[src/hw/rtl/ssco_pkg.sv]
// shared constants for the swept sphere / capsule overlap core
// no dependencies
package ssco_pkg;

  localparam int unsigned COORD_BITS_DEF = 21;  // bits of one packed coordinate
  localparam int unsigned RADIUS_BITS    = 20;  // bits of each radius field
  localparam int unsigned WORD_BITS      = 63;  // bits of one packed position word
  localparam int unsigned LIMB_BITS      = 32;  // operand slice of one multiplier cell
  localparam int unsigned NUM_STAGES     = 11;  // register stages from input to result

endpackage

[src/hw/rtl/ssco_mul.sv]
// two-stage signed multiplier built from limb-sized partial products
// depends on ssco_pkg
module ssco_mul #(
  parameter int unsigned AW = 32,
  parameter int unsigned BW = 32
) (
  input  logic                 clk_i,
  input  logic                 en_i,
  input  logic signed [AW-1:0] a_i,
  input  logic signed [BW-1:0] b_i,
  output logic signed [AW+BW-1:0] p_o
);

  localparam int unsigned LB = ssco_pkg::LIMB_BITS;
  localparam int unsigned NA = (AW + LB - 1) / LB;
  localparam int unsigned NB = (BW + LB - 1) / LB;
  localparam int unsigned SW = (NA + NB) * LB;
  localparam int unsigned PW = AW + BW;

  logic signed [NA*LB-1:0] a_ext;
  logic signed [NB*LB-1:0] b_ext;
  logic signed [LB:0]      a_ch [NA];
  logic signed [LB:0]      b_ch [NB];
  logic signed [2*LB+1:0]  pp_q [NA][NB];
  logic signed [SW-1:0]    acc;
  logic signed [PW-1:0]    p_q;

  assign a_ext = a_i;
  assign b_ext = b_i;

  // only the top limb carries the sign, lower limbs are unsigned
  for (genvar i = 0; i < NA; i++) begin : g_ach
    assign a_ch[i] = {((i == NA - 1) ? a_ext[NA*LB-1] : 1'b0), a_ext[i*LB +: LB]};
  end
  for (genvar j = 0; j < NB; j++) begin : g_bch
    assign b_ch[j] = {((j == NB - 1) ? b_ext[NB*LB-1] : 1'b0), b_ext[j*LB +: LB]};
  end

  always_ff @(posedge clk_i) begin
    if (en_i) begin
      for (int i = 0; i < NA; i++) begin
        for (int j = 0; j < NB; j++) begin
          pp_q[i][j] <= a_ch[i] * b_ch[j];
        end
      end
    end
  end

  always_comb begin
    logic signed [SW-1:0] t;
    acc = '0;
    t   = '0;
    for (int i = 0; i < NA; i++) begin
      for (int j = 0; j < NB; j++) begin
        t   = pp_q[i][j];
        acc = acc + (t <<< (LB * (i + j)));
      end
    end
  end

  always_ff @(posedge clk_i) begin
    if (en_i) begin
      p_q <= acc[PW-1:0];
    end
  end

  assign p_o = p_q;

endmodule

[config.mk]
export PLATFORM = sky130hd
export DESIGN_NAME = ssco_mul
export DESIGN_NICKNAME = d
export VERILOG_FILES = /design/src/hw/rtl/ssco_pkg.sv /design/src/hw/rtl/ssco_mul.sv
export SDC_FILE = /design/constraint.sdc
export NUM_CORES = 2
export LEC_CHECK = 0
export ABC_AREA = 0
export BUFFER_PORTS_ARGS = -buffer_cell sky130_fd_sc_hd__buf_2
export CAP_MARGIN = 20
export CORE_ASPECT_RATIO = 1.25
export CORE_MARGIN = 2
export CORE_UTILIZATION = 60
export CTS_CLUSTER_SIZE = 8
export DETAILED_ROUTE_END_ITERATION = 16
export PLACE_DENSITY = 0.86
export SLEW_MARGIN = 20
export SYNTH_ARGS = -nofsm -noshare
export SYNTH_HDL_FRONTEND = slang
export SYNTH_SLANG_ARGS = --single-unit
[constraint.sdc]
create_clock -name clk_i -period 8.51 [get_ports clk_i]
set_input_delay 0.4255 -clock clk_i [delete_from_list [all_inputs] [get_ports clk_i]]
set_output_delay 0.4255 -clock clk_i [all_outputs]
set_load 0.005 [all_outputs]
==> impl_results.md <==
* Status: complete, no violations
* Via count at 28000
* H-tree levels at 4
* Overflow after GRT at 0
* Top-Level Pins at 130
* Worst-Margin Slew at 0.964 ns
* Core area at 65700 um^2
* IO buf count at 129
* First-pass GRT wire length at 166000 um
* Clock Tree Buf Depth at 2
* Startpoint types: primary input
* Final Instance Count excl. Fillers at 4876
* Chip Width at 235 um
* Met3 Track Usage GR at 5.65%
* Final Net Count at 5336
* Worst Setup End Kind: flop
* Unrepaired setup endpoints after global routing: no
* Drt first pass iters at 5
* Slew margin rel. at 35.8%
* Post-layout minimum cycle time at 8.10 ns
* Slew Limit Fails at 0
* Placed Area at 41400 um^2
* Die area at 68600 um^2
* Mapped Nets at 5324
* Avg Inst Size Synth at 9.99 um^2
* Starting Density at 60.7%
* Register bit count reported by yosys at 128
* Commonest non-fill, non-tap cell in the layout: fa_1
* Hold-fix buffers at CTS at 0
* DRC at 0
* 1st-iter DRT viols at 1973
* Reg clk slew, reported paths at 0.06 ns
* Critical R2R Launch: pp_q[0][59]
* Initial antenna violation count at 3
* Setup crit start: b_i[3]
* Share of the synthesized area in the top cell type at 54.3%
* Data arrival, critical path at 8.26 ns
* Fraction of layout cells with a size suffix above 1 at 6.02%
* Gr usage total at 32.2%
* Post-CTS setup buffer count at 0
* Fillers at 5021
* Final Hold Vio Count at 0
* Die Ht at 292 um
* Num CTS Buffers at 17
* Max-cap check violation count at 0
* Crit path kind: primary input to flop
* Drt total wl at 104000 um
* Final GP Congestion at 0.962
* Crit-path max FO at 23
* Total negative slack at 0 ns
* Max Fclk at 123 MHz
* Final period util at 95.2%
* Number of global-route vias before repair at 31900
* Clk Latency, worst-skew pair at 0.42 ns
* Placed cells at 4841
* Average wire per standard cell at 21.3 um
* Syn. warnings at 0
* M2 GR Usage at 55.6%
* TritonCTS clock tree: built
* Min-delay worst type: flop to flop
* CTS resizes at 0
* CTS Sinks at 128
* Drt via density at 5.75
* Met1 usage at 33.5%
* Worst clock skew at 0.00824 ns
* Most frequent cells in the layout: fa_1 (1082), inv_1 (947), nand2_1 (521), and2_1 (519), ha_1 (184)
* Worst EP required at 8.67 ns
* Hold WS at 0.412 ns
* Synth unique cells at 50
* HPWL after DPL at 88000 um
* R2R Setup Slk at 7.80 ns
* Largest net degree at the start of global routing at 79
* Post-synth top flop: edfxtp_1
* EDFF count, synth at 128
* Final Cell Area at 42000 um^2
* Top area cells in the synthesized netlist: fa_1 (54%), edfxtp_1 (9.6%), inv_1 (8.9%)
* Register area share after synthesis at 9.64%
* Synth Instances at 3992
* Cell area after synthesis at 39900 um^2
* Global route hottest layer: met2
* Final setup viols at 0
* Cell taking the most area after synthesis: fa_1
* Post-route ant nets at 0
* Ys async rst share at 0%
* Root Driver: clkbuf_16
* # rows at 105
* Hold wc startpoint: pp_q[0][4]
* Area delta synth->final at 5.28%
## kinds of logic (layout without fill, tap and decap cells)
kind of cell	Yosys count	in the layout	share of synthesized area (%)
compound gates	205	205	3.22
xor+xnor	71	71	1.56
fa+ha+maj	1266	1266	60.1
buf+inv	1156	1181	10.9
flops	128	128	9.64
other cells	0	3	0
simple gates	1166	1166	14.6
## worst paths after layout
kind                       to  depth (start not counted)
hold / removal         p_o[4]                          0
setup / recovery  pp_q[0][56]                         23
setup reg to reg      p_o[59]                          0
hold reg to reg        p_o[4]                          0
## synthesized netlist by cell type (3+ instances only)
cell type,instances
a211oi_1,5
or3_1,3
o21bai_1,12
and2_1,519
fa_1,1082
nor2_1,58
nand4_1,10
nand2_1,521
a31oi_1,5
and3_1,4
edfxtp_1,128
a221o_1,3
o21a_1,7
a311oi_1,3
nand2b_1,13
o21ai_1,7
nor3_1,10
o211ai_1,5
xor2_1,19
a21o_1,23
inv_1,947
nor2b_1,4
clkbuf_1,208
xnor2_1,52
o21ai_0,39
nor4_1,4
nand3_1,13
a21oi_1,73
ha_1,184
## sequential cells by signal, indices dropped and copies added, names as in the netlist
register / count
pp_q: 64
p_o: 64
## worst max-delay path, stage by stage
cell and delay, ns:
buf_2 0.41, and2_1 0.27, fa_1 0.50, fa_1 0.52, fa_1 0.87, fa_1 0.53, fa_1 0.50, fa_1 0.50
fa_1 0.49, inv_1 0.05, fa_1 0.49, inv_1 0.04, ha_1 0.42, nand4_1 0.17, or3_1 0.38, nor4_1 0.37
o21ai_1 0.24, a21boi_1 0.25, buf_4 0.16, a41oi_1 0.16, o21ai_0 0.23, a21oi_1 0.12, xnor2_1 0.13
## metal layers
layer	share of wire, %	wire, um
met2	52	54600
met5	0	0
met4	11	11400
met1	30	30800
met3	7.0	7260
## cell type report
class / instances / area [um^2] / share of cell area, %
sequential: 128 / 3840 / 9.15
multi-input combinational: 2708 / 31700 / 75.5
clock buffer: 17 / 425 / 1.01
clock inverter: 15 / 180 / 0.429
timing repair buffer: 202 / 1210 / 2.88
inverter: 947 / 3550 / 8.47
tap: 856 / 1070 / 2.55
antenna: 3 / 7.51 / 0.0179
## stage by stage
step	util, %	setup slack, ns
2_1_floorplan	-	0.684
3_3_place_gp	63.0	0.167
3_5_place_dp	63.0	0.0791
4_1_cts	63.9	0.488
5_1_grt	63.9	0.0457
6_report	63.9	0.408
Power is not shown: default switching activity piles up to over one toggle a cycle in this logic, so the estimate is an artifact.
